File: config.mk
export PLATFORM = sky130hd
export DESIGN_NAME = lpcm_sample_unpacker
export DESIGN_NICKNAME = d
export VERILOG_FILES = /design/src/rtl/core/lpcm_pkg.sv /design/src/rtl/core/lpcm_front.sv /design/src/rtl/core/lpcm_queue.sv /design/src/rtl/core/lpcm_back.sv /design/src/rtl/core/lpcm_sample_unpacker.sv
export SDC_FILE = /design/constraint.sdc
export NUM_CORES = 1
export LEC_CHECK = 0
export BUFFER_PORTS_ARGS = -buffer_cell sky130_fd_sc_hd__buf_2
export CAP_MARGIN = 20
export CORE_UTILIZATION = 30
export CTS_BUF_LIST = sky130_fd_sc_hd__clkbuf_4
export CTS_CLUSTER_DIAMETER = 100
export DETAILED_ROUTE_END_ITERATION = 16
export GPL_TIMING_DRIVEN = 1
export PLACE_DENSITY = 0.55
export SYNTH_ARGS = -nofsm -noshare
export SYNTH_HDL_FRONTEND = slang
export SYNTH_SLANG_ARGS = --single-unit
File: constraint.sdc
create_clock -name clk -period 23.8 [get_ports clk]
set_clock_uncertainty 0.1 [all_clocks]
set_input_delay 2.38 -clock clk [delete_from_list [all_inputs] [get_ports clk]]
set_output_delay 2.38 -clock clk [all_outputs]
set_load 0.02 [all_outputs]
File: src/rtl/core/lpcm_pkg.sv
package lpcm_pkg;

  localparam int unsigned FracShift = 7;
  localparam logic [31:0] FlagsReset = 32'd12;
  localparam logic [7:0] BitsReset = 8'd16;
  localparam int unsigned QueueDepth = 2;

  typedef enum logic {
    CFG_FLAGS = 1'b0,
    CFG_BITS  = 1'b1
  } cfg_index_t;

  // Completed sample as the front hands it to the back.
  typedef struct packed {
    logic        is_sample;  // 0: end-of-buffer marker only
    logic        last;
    logic        wide;       // 4-byte sample
    logic        is_float;
    logic [5:0]  frac;
    logic [31:0] raw;
  } lpcm_job_t;

  function automatic logic [15:0] f32_peak(input logic [31:0] w);
    logic [7:0]  e;
    logic [23:0] m;
    logic [31:0] v;
    begin
      e = w[30:23];
      m = {1'b1, w[22:0]};
      v = '0;
      // |x|*32768 = m * 2^(e-127+15-23) = m >> (135-e)
      if (e >= 8'd127) begin
        v = 32'd32768;
      end else if (e >= 8'd112) begin
        v = {8'd0, m} >> (8'd135 - e);
      end
      return v[15:0];
    end
  endfunction

endpackage

File: src/rtl/core/lpcm_front.sv
module lpcm_front
  import lpcm_pkg::*;
(
  input  logic        clk,
  input  logic        rst,
  input  logic [31:0] lpcm_flags,
  input  logic [7:0]  sample_bits,
  input  logic        in_valid,
  output logic        in_ready,
  input  logic [7:0]  data_byte,
  input  logic        last_byte,
  output logic        job_valid,
  input  logic        job_ready,
  output lpcm_job_t   job
);

  logic [1:0]  byte_position;
  logic [23:0] partial_word;
  logic [5:0]  frac;
  logic        fmt_ok, wide, done, fire;

  assign frac = lpcm_flags[FracShift +: 6];
  assign wide = (sample_bits == 8'd32);

  always_comb begin
    fmt_ok = 1'b0;
    if (!lpcm_flags[1] && !lpcm_flags[4] && lpcm_flags[3]) begin
      if (lpcm_flags[0]) begin
        fmt_ok = wide && (frac == 6'd0);
      end else if (sample_bits == 8'd16) begin
        fmt_ok = lpcm_flags[2] && (frac < 6'd16);
      end else if (wide) begin
        fmt_ok = lpcm_flags[2] && (frac < 6'd32);
      end
    end
  end

  assign done = fmt_ok && ({1'b0, byte_position} + 3'd1 >= (wide ? 3'd4 : 3'd2));
  assign in_ready = job_ready;
  assign fire = in_valid && in_ready;
  assign job_valid = in_valid && (done || last_byte);

  always_comb begin
    job.is_sample = done;
    job.last = last_byte;
    job.wide = wide;
    job.is_float = lpcm_flags[0];
    job.frac = frac;
    job.raw = wide ? {data_byte, partial_word} : {16'd0, data_byte, partial_word[7:0]};
  end

  always_ff @(posedge clk) begin
    if (rst) begin
      byte_position <= '0;
      partial_word <= '0;
    end else if (fire) begin
      if (!fmt_ok || done || last_byte) begin
        byte_position <= '0;
        partial_word <= '0;
      end else begin
        byte_position <= byte_position + 2'd1;
        unique case (byte_position)
          2'd0: partial_word[7:0] <= data_byte;
          2'd1: partial_word[15:8] <= data_byte;
          2'd2: partial_word[23:16] <= data_byte;
          default: partial_word <= partial_word;
        endcase
      end
    end
  end

endmodule

File: src/rtl/core/lpcm_queue.sv
module lpcm_queue
  import lpcm_pkg::*;
#(
  parameter int unsigned Depth = QueueDepth
) (
  input  logic      clk,
  input  logic      rst,
  input  logic      wr_valid,
  output logic      wr_ready,
  input  lpcm_job_t wr_data,
  output logic      rd_valid,
  input  logic      rd_ready,
  output lpcm_job_t rd_data
);

  localparam int unsigned Aw = (Depth > 1) ? $clog2(Depth) : 1;

  lpcm_job_t       slots [Depth];
  logic [Aw-1:0]   wr_ptr, rd_ptr;
  logic [Aw:0]     count;
  logic            push, pop;

  assign wr_ready = (count != (Aw+1)'(Depth)) || rd_ready;
  assign rd_valid = (count != '0);
  assign rd_data = slots[rd_ptr];
  assign push = wr_valid && wr_ready;
  assign pop = rd_valid && rd_ready;

  always_ff @(posedge clk) begin
    if (push) begin
      slots[wr_ptr] <= wr_data;
    end
  end

  always_ff @(posedge clk) begin
    if (rst) begin
      wr_ptr <= '0;
      rd_ptr <= '0;
      count <= '0;
    end else begin
      if (push) begin
        wr_ptr <= (wr_ptr == Aw'(Depth - 1)) ? '0 : wr_ptr + 1'b1;
      end
      if (pop) begin
        rd_ptr <= (rd_ptr == Aw'(Depth - 1)) ? '0 : rd_ptr + 1'b1;
      end
      count <= count + (Aw+1)'(push) - (Aw+1)'(pop);
    end
  end

endmodule

File: src/rtl/core/lpcm_back.sv
module lpcm_back
  import lpcm_pkg::*;
(
  input  logic        clk,
  input  logic        rst,
  input  logic        job_valid,
  output logic        job_ready,
  input  lpcm_job_t   job,
  output logic        out_valid,
  input  logic        out_ready,
  output logic        sample_valid,
  output logic [31:0] sample_word,
  output logic [15:0] peak_level,
  output logic        end_of_buffer
);

  // Stage 1: sign/magnitude and leading-one position.
  logic        s1_valid, s1_sample, s1_last, s1_float, s1_wide;
  logic [5:0]  s1_frac;
  logic [31:0] s1_raw, s1_mag;
  logic        s1_sign;
  logic [4:0]  s1_msb;
  // Stage 2: decoded word and its peak.
  logic        s2_valid, s2_sample, s2_last;
  logic [31:0] s2_word;
  logic [15:0] s2_pk;
  // Output register.
  logic        o_valid;
  logic [15:0] running_peak;

  logic        adv2, adv1, adv0;
  logic [31:0] sx, mag_c;
  logic [4:0]  msb_c;

  assign adv2 = !o_valid || out_ready;
  assign adv1 = !s2_valid || adv2;
  assign adv0 = !s1_valid || adv1;
  assign job_ready = adv0;

  always_comb begin
    sx = job.wide ? job.raw : {{16{job.raw[15]}}, job.raw[15:0]};
    mag_c = sx[31] ? (32'd0 - sx) : sx;
    msb_c = '0;
    for (int i = 0; i < 32; i++) begin
      if (mag_c[i]) msb_c = 5'(i);
    end
  end

  always_ff @(posedge clk) begin
    if (rst) begin
      s1_valid <= 1'b0;
    end else if (adv0) begin
      s1_valid <= job_valid;
    end
  end

  always_ff @(posedge clk) begin
    if (adv0) begin
      s1_sample <= job.is_sample;
      s1_last <= job.last;
      s1_float <= job.is_float;
      s1_wide <= job.wide;
      s1_frac <= job.frac;
      s1_raw <= job.raw;
      s1_sign <= sx[31];
      s1_mag <= mag_c;
      s1_msb <= msb_c;
    end
  end

  // Stage 2 combinational decode.
  logic [31:0] word_c;
  logic [15:0] pk_c;
  logic [23:0] mant;
  logic [5:0]  p;
  logic [31:0] rem, half;
  logic [7:0]  expo;
  logic signed [7:0] e;
  logic [31:0] ipk;

  always_comb begin
    word_c = '0;
    pk_c = '0;
    mant = '0;
    p = {1'b0, s1_msb};
    rem = '0;
    half = '0;
    e = '0;
    expo = '0;
    ipk = '0;
    if (s1_float) begin
      if (s1_raw[30:23] == 8'hFF) begin
        word_c = '0;
      end else if (s1_raw[30:0] > 31'h3F800000) begin
        word_c = {s1_raw[31], 31'h3F800000};
      end else begin
        word_c = s1_raw;
      end
      pk_c = f32_peak(word_c);
    end else if (s1_frac != 6'd0) begin
      if (s1_mag != 32'd0) begin
        if (s1_msb <= 5'd23) begin
          mant = 24'(s1_mag << (5'd23 - s1_msb));
        end else begin
          mant = 24'(s1_mag >> (s1_msb - 5'd23));
          rem = s1_mag & ((32'd1 << (s1_msb - 5'd23)) - 32'd1);
          half = 32'd1 << (s1_msb - 5'd24);
          if (rem > half || (rem == half && mant[0])) begin
            if (mant == 24'hFFFFFF) begin
              mant = 24'h800000;
              p = p + 6'd1;
            end else begin
              mant = mant + 24'd1;
            end
          end
        end
        e = $signed({2'b00, p}) - $signed({2'b00, s1_frac});
        if (e > 8'sd0 || (e == 8'sd0 && mant[22:0] != 23'd0)) begin
          word_c = {s1_sign, 31'h3F800000};
        end else begin
          expo = 8'(e + 8'sd127);
          word_c = {s1_sign, expo, mant[22:0]};
        end
      end
      pk_c = f32_peak(word_c);
    end else begin
      word_c = s1_wide ? s1_raw : {{16{s1_raw[15]}}, s1_raw[15:0]};
      ipk = s1_wide ? (s1_mag >> 16) : s1_mag;
      pk_c = (ipk > 32'd32768) ? 16'd32768 : ipk[15:0];
    end
  end

  always_ff @(posedge clk) begin
    if (rst) begin
      s2_valid <= 1'b0;
    end else if (adv1) begin
      s2_valid <= s1_valid;
    end
  end

  always_ff @(posedge clk) begin
    if (adv1) begin
      s2_sample <= s1_sample;
      s2_last <= s1_last;
      s2_word <= s1_sample ? word_c : 32'd0;
      s2_pk <= s1_sample ? pk_c : 16'd0;
    end
  end

  // Running peak folds in at the output register.
  logic [15:0] peak_c;
  assign peak_c = (s2_pk > running_peak) ? s2_pk : running_peak;

  always_ff @(posedge clk) begin
    if (rst) begin
      o_valid <= 1'b0;
      running_peak <= '0;
    end else if (adv2) begin
      o_valid <= s2_valid;
      if (s2_valid) begin
        running_peak <= s2_last ? 16'd0 : peak_c;
      end
    end
  end

  always_ff @(posedge clk) begin
    if (adv2 && s2_valid) begin
      sample_valid <= s2_sample;
      sample_word <= s2_word;
      peak_level <= peak_c;
      end_of_buffer <= s2_last;
    end
  end

  assign out_valid = o_valid;

endmodule

File: src/rtl/core/lpcm_sample_unpacker.sv
// Channel | Dir | Handshake             | Payload
// cfg     | in  | cfg_valid/cfg_ready   | cfg_index, cfg_data
// in      | in  | in_valid/in_ready     | data_byte, last_byte
// out     | out | out_valid/out_ready   | sample_valid, sample_word, peak_level,
//         |     |                       | end_of_buffer
//
// One byte per cycle sustained unless the output stalls. A byte's result passes
// a queue slot, two decode stages and the output register to reach out_valid.
// rst is synchronous; it clears flags to 12, sample_bits to 16 and the state.
// Output stall backs up through the pipe, then the queue, then in_ready.
// cfg_ready is always high; write only while the block is idle.
module lpcm_sample_unpacker
  import lpcm_pkg::*;
#(
  parameter int unsigned QDepth = QueueDepth
) (
  input  logic        clk,
  input  logic        rst,
  input  logic        cfg_valid,
  output logic        cfg_ready,
  input  logic        cfg_index,
  input  logic [31:0] cfg_data,
  input  logic        in_valid,
  output logic        in_ready,
  input  logic [7:0]  data_byte,
  input  logic        last_byte,
  output logic        out_valid,
  input  logic        out_ready,
  output logic        sample_valid,
  output logic [31:0] sample_word,
  output logic [15:0] peak_level,
  output logic        end_of_buffer
);

  logic [31:0] lpcm_flags;
  logic [7:0]  sample_bits;
  logic        fq_valid, fq_ready, qb_valid, qb_ready;
  lpcm_job_t   fq_job, qb_job;

  assign cfg_ready = 1'b1;

  // Register file: flags word and sample width.
  always_ff @(posedge clk) begin
    if (rst) begin
      lpcm_flags <= FlagsReset;
      sample_bits <= BitsReset;
    end else if (cfg_valid) begin
      unique case (cfg_index_t'(cfg_index))
        CFG_FLAGS: lpcm_flags <= cfg_data;
        CFG_BITS:  sample_bits <= cfg_data[7:0];
        default:   lpcm_flags <= lpcm_flags;
      endcase
    end
  end

  // Front: gathers bytes, emits a job per complete sample or buffer end.
  lpcm_front u_front (
    .clk, .rst, .lpcm_flags, .sample_bits,
    .in_valid, .in_ready, .data_byte, .last_byte,
    .job_valid(fq_valid), .job_ready(fq_ready), .job(fq_job)
  );

  lpcm_queue #(.Depth(QDepth)) u_queue (
    .clk, .rst,
    .wr_valid(fq_valid), .wr_ready(fq_ready), .wr_data(fq_job),
    .rd_valid(qb_valid), .rd_ready(qb_ready), .rd_data(qb_job)
  );

  // Back: decode, peak tracking, output register.
  lpcm_back u_back (
    .clk, .rst,
    .job_valid(qb_valid), .job_ready(qb_ready), .job(qb_job),
    .out_valid, .out_ready, .sample_valid, .sample_word, .peak_level, .end_of_buffer
  );

endmodule

==> impl_metrics.toml <==
[die]
die_w_um = 287
rows = 104
coreArea_um2 = 80400
dieArea_um2 = 82300
start_util = 0.303
io_pins = 100
die_h_um = 287

[global_routing]
met2_usage = 0.297
track_usage = 0.195
grt_antenna_before_repair = 2
grt.busiest_layer = "met2"
grt_pass1_wl_um = 125000
gr-usage-met1 = 0.278
grt_pass1_vias = 20221
globalRouteOverflowTotal = 0
grt_max_degree = 74
use_met3 = 0.0299

[worst_setup_path]
rr_startpoint = "u_back.s1_msb[0]$_SDFFCE_PP1N_"
critPathCaptureType = "flip-flop"
ff2ff_path_depth = 47
cp.required_ps = 24150
crit_slowest_cell = "edfxtp_1"
cp_top_family = "simple AND/OR/NAND/NOR gates"
slowest_delay_ps = 1000
critPathLaunch = "u_back.s1_msb[0]$_SDFFCE_PP1N_"
crit_path_max_fanout = 22
startpoint_type = "flip-flop"
worstSetupPathType = "reg -> reg"
worstReg2RegEnd = "u_back.s2_pk[5]$_SDFFCE_PN0P_"
crit_buf_inv = 3
r2r_setup_slack_ps = 8150
worstPathArrival_ps = 16000

[cts]
postCtsSetupBuffers = 0
post_cts_resized = 0
postCtsHoldBufs = 0
clk_latency_ps = 810
cts_tree = "yes"
clock-sinks = 332
clock-root-buffer = "clkbuf_4"
clockBufferDepth = 3
clk_pin_slew_worst_paths_ps = 70
h-tree-depth = 3
numCtsBuffers = 81

[route]
drcViolationCount = 0
wl_per_cell_um = 21.3
via_per_inst = 5.57
vias = 21522
drt_iter0_drc = 2223
dr.pass1.iters = 6
wl_um = 82100
postRouteAntennaNets = 0

[sta]
fmax_mhz = 63.9
finalCriticalPeriod_ps = 15650
finalSetupViolCount = 0
min_period_over_period = 0.658
hold_violations = 0
rsz0062_at_grt = "false"
maxSlewHeadroom = 0.281
drv_slew = 0
finalSetupTns_ps = 0
worst_pin_slew_ps = 1050

[cells_and_area]
nets = 2857
area_growth_pct = 9.87
drive_gt1_frac = 0.151
finalInstanceArea_um2 = 26800
stdcell_count = 3863

[yosys]
synth_edf_count = 263
ys_warn_count = 0
syn_avg_cell_area_um2 = 9.01
synth_ff_type = "edfxtp_1"
synth_area_um2 = 24300
netlist.area_leader.share = 0.324
synth.yosys.seq_area_share = 0.381
netlist_instances = 2703
synth_seq_cells = 332
ys_top_cells_by_area = "edfxtp_1, dfxtp_1, mux2i_1, nor2_1, nand2_1"
synthesis.nets = 2827
post-synth-top-area-cell = "edfxtp_1"
async_reset_ff_frac = 0
synth_cell_types = 95

[flow_run]
cap_violations = 0

[hold_path]
min_from = "u_back.s2_word[25]$_SDFFCE_PN0P_"
min_to = "u_back.sample_word[25]$_DFFE_PP_"
hold_depth = 0
hold_class = "reg -> reg"

[place]
post-dp-hpwl_um = 60300
place.gp.congestion = 0.996
portBuffers = 79
postPlaceCellArea_um2 = 25700
dp_cells = 3709

[status]
outcome = "finished clean"
cell families after synthesis:
logic type	share of synthesized area
AO/OA/AOI/OAI	0.176
XOR/XNOR	0.0292
adder cells (fa/ha/maj)	0.0402
buffers and inverters	0.0473
flip-flops	0.381
multiplexers	0.126
other	0.000154
AND/OR/NAND/NOR	0.201
cell usage in the layout (no fill, tap or decap), types with 32 or more instances in the layout:
cell type / instances
nor2_1: 307
nand2_1: 293
edfxtp_1: 263
a21oi_1: 198
o21ai_0: 146
mux2i_1: 121
clkbuf_4: 111
nand3_1: 96
inv_1: 82
buf_2: 79
ha_1: 74
mux2_2: 72
dfxtp_1: 68
nor3_1: 61
xnor2_1: 52
buf_4: 48
mux4_2: 46
nor2b_1: 42
and3_1: 41
a22oi_1: 40
and2_1: 37
clkinv_1: 32
worst max path at each step:
stage                                                to  slack [ps]  cells after the start
after floorplan           u_back.s2_pk[3]$_SDFFCE_PN0P_       12200                     51
after global placement    u_back.s2_pk[5]$_SDFFCE_PN0P_        8630                     47
after detailed placement  u_back.s2_pk[5]$_SDFFCE_PN0P_        8710                     47
after CTS                 u_back.s2_pk[5]$_SDFFCE_PN0P_        8630                     47
after global routing      u_back.s2_pk[5]$_SDFFCE_PN0P_        7170                     47
final                     u_back.s2_pk[5]$_SDFFCE_PN0P_        8150                     47
state kept, by name, summed over array words and instances, names as in the netlist, 2 cells and up, named ones only:
| signal | cells |
|---|---|
| u_front.partial_word | 24 |
| u_back.running_peak | 16 |
| u_front.byte_position | 2 |
| u_back.s2_pk | 16 |
| u_back.s1_raw | 31 |
| u_back.s1_msb | 5 |
| lpcm_flags | 11 |
| u_queue.count | 2 |
| sample_bits | 8 |
| u_back.sample_word | 32 |
| u_queue.slots | 84 |
| u_back.peak_level | 16 |
| u_back.s2_word | 32 |
| u_back.s1_frac | 6 |
| u_back.s1_mag | 32 |
synth_stat cells (42+ instances only):
cell type  count
a21oi_1      199
clkbuf_1     126
dfxtp_1       69
edfxtp_1     263
ha_1          75
inv_1         84
mux2_2        72
mux2i_1      121
mux4_2        46
nand2_1      294
nand3_1       96
nor2_1       311
nor2b_1       42
nor3_1        61
o21ai_0      147
xnor2_1       53
metal layers:
metal / share of wire / wire length (um)
met5: 0 / 0
met4: 0.036 / 2970
met3: 0.074 / 6080
met2: 0.43 / 35700
met1: 0.46 / 37400
worst reg2reg max path, delay by kind of cell, from the launching register on:
family | cells | cell delay, ps
simple gates | 17 | 5870
compound gates | 18 | 4730
fa+ha+maj | 5 | 1670
flops | 1 | 1000
buf+inv | 3 | 890
mux | 2 | 790
xor+xnor | 2 | 310
area by class of cell:
| type | count | area [um2] |
|---|---|---|
| antenna | 2 | 5.00 |
| clock buffer | 111 | 833 |
| clock inverter | 40 | 219 |
| fill | 8456 | 53700 |
| inverter | 94 | 353 |
| multi-input combinational | 2096 | 14000 |
| sequential | 332 | 9280 |
| tap | 1060 | 1330 |
| timing repair buffer | 128 | 776 |
through the flow:
stage / util / hold WS [ps] / setup slack, ps
6_report: 0.333 / 304 / 8150
5_1_grt: 0.333 / 298 / 7170
4_1_cts: 0.332 / 311 / 8630
3_5_place_dp: 0.319 / 306 / 8710
3_3_place_gp: 0.319 / 303 / 8630
2_1_floorplan: - / 300 / 12200
Power is not shown: default switching activity piles up to over one toggle a cycle in this logic, so the estimate is an artifact.
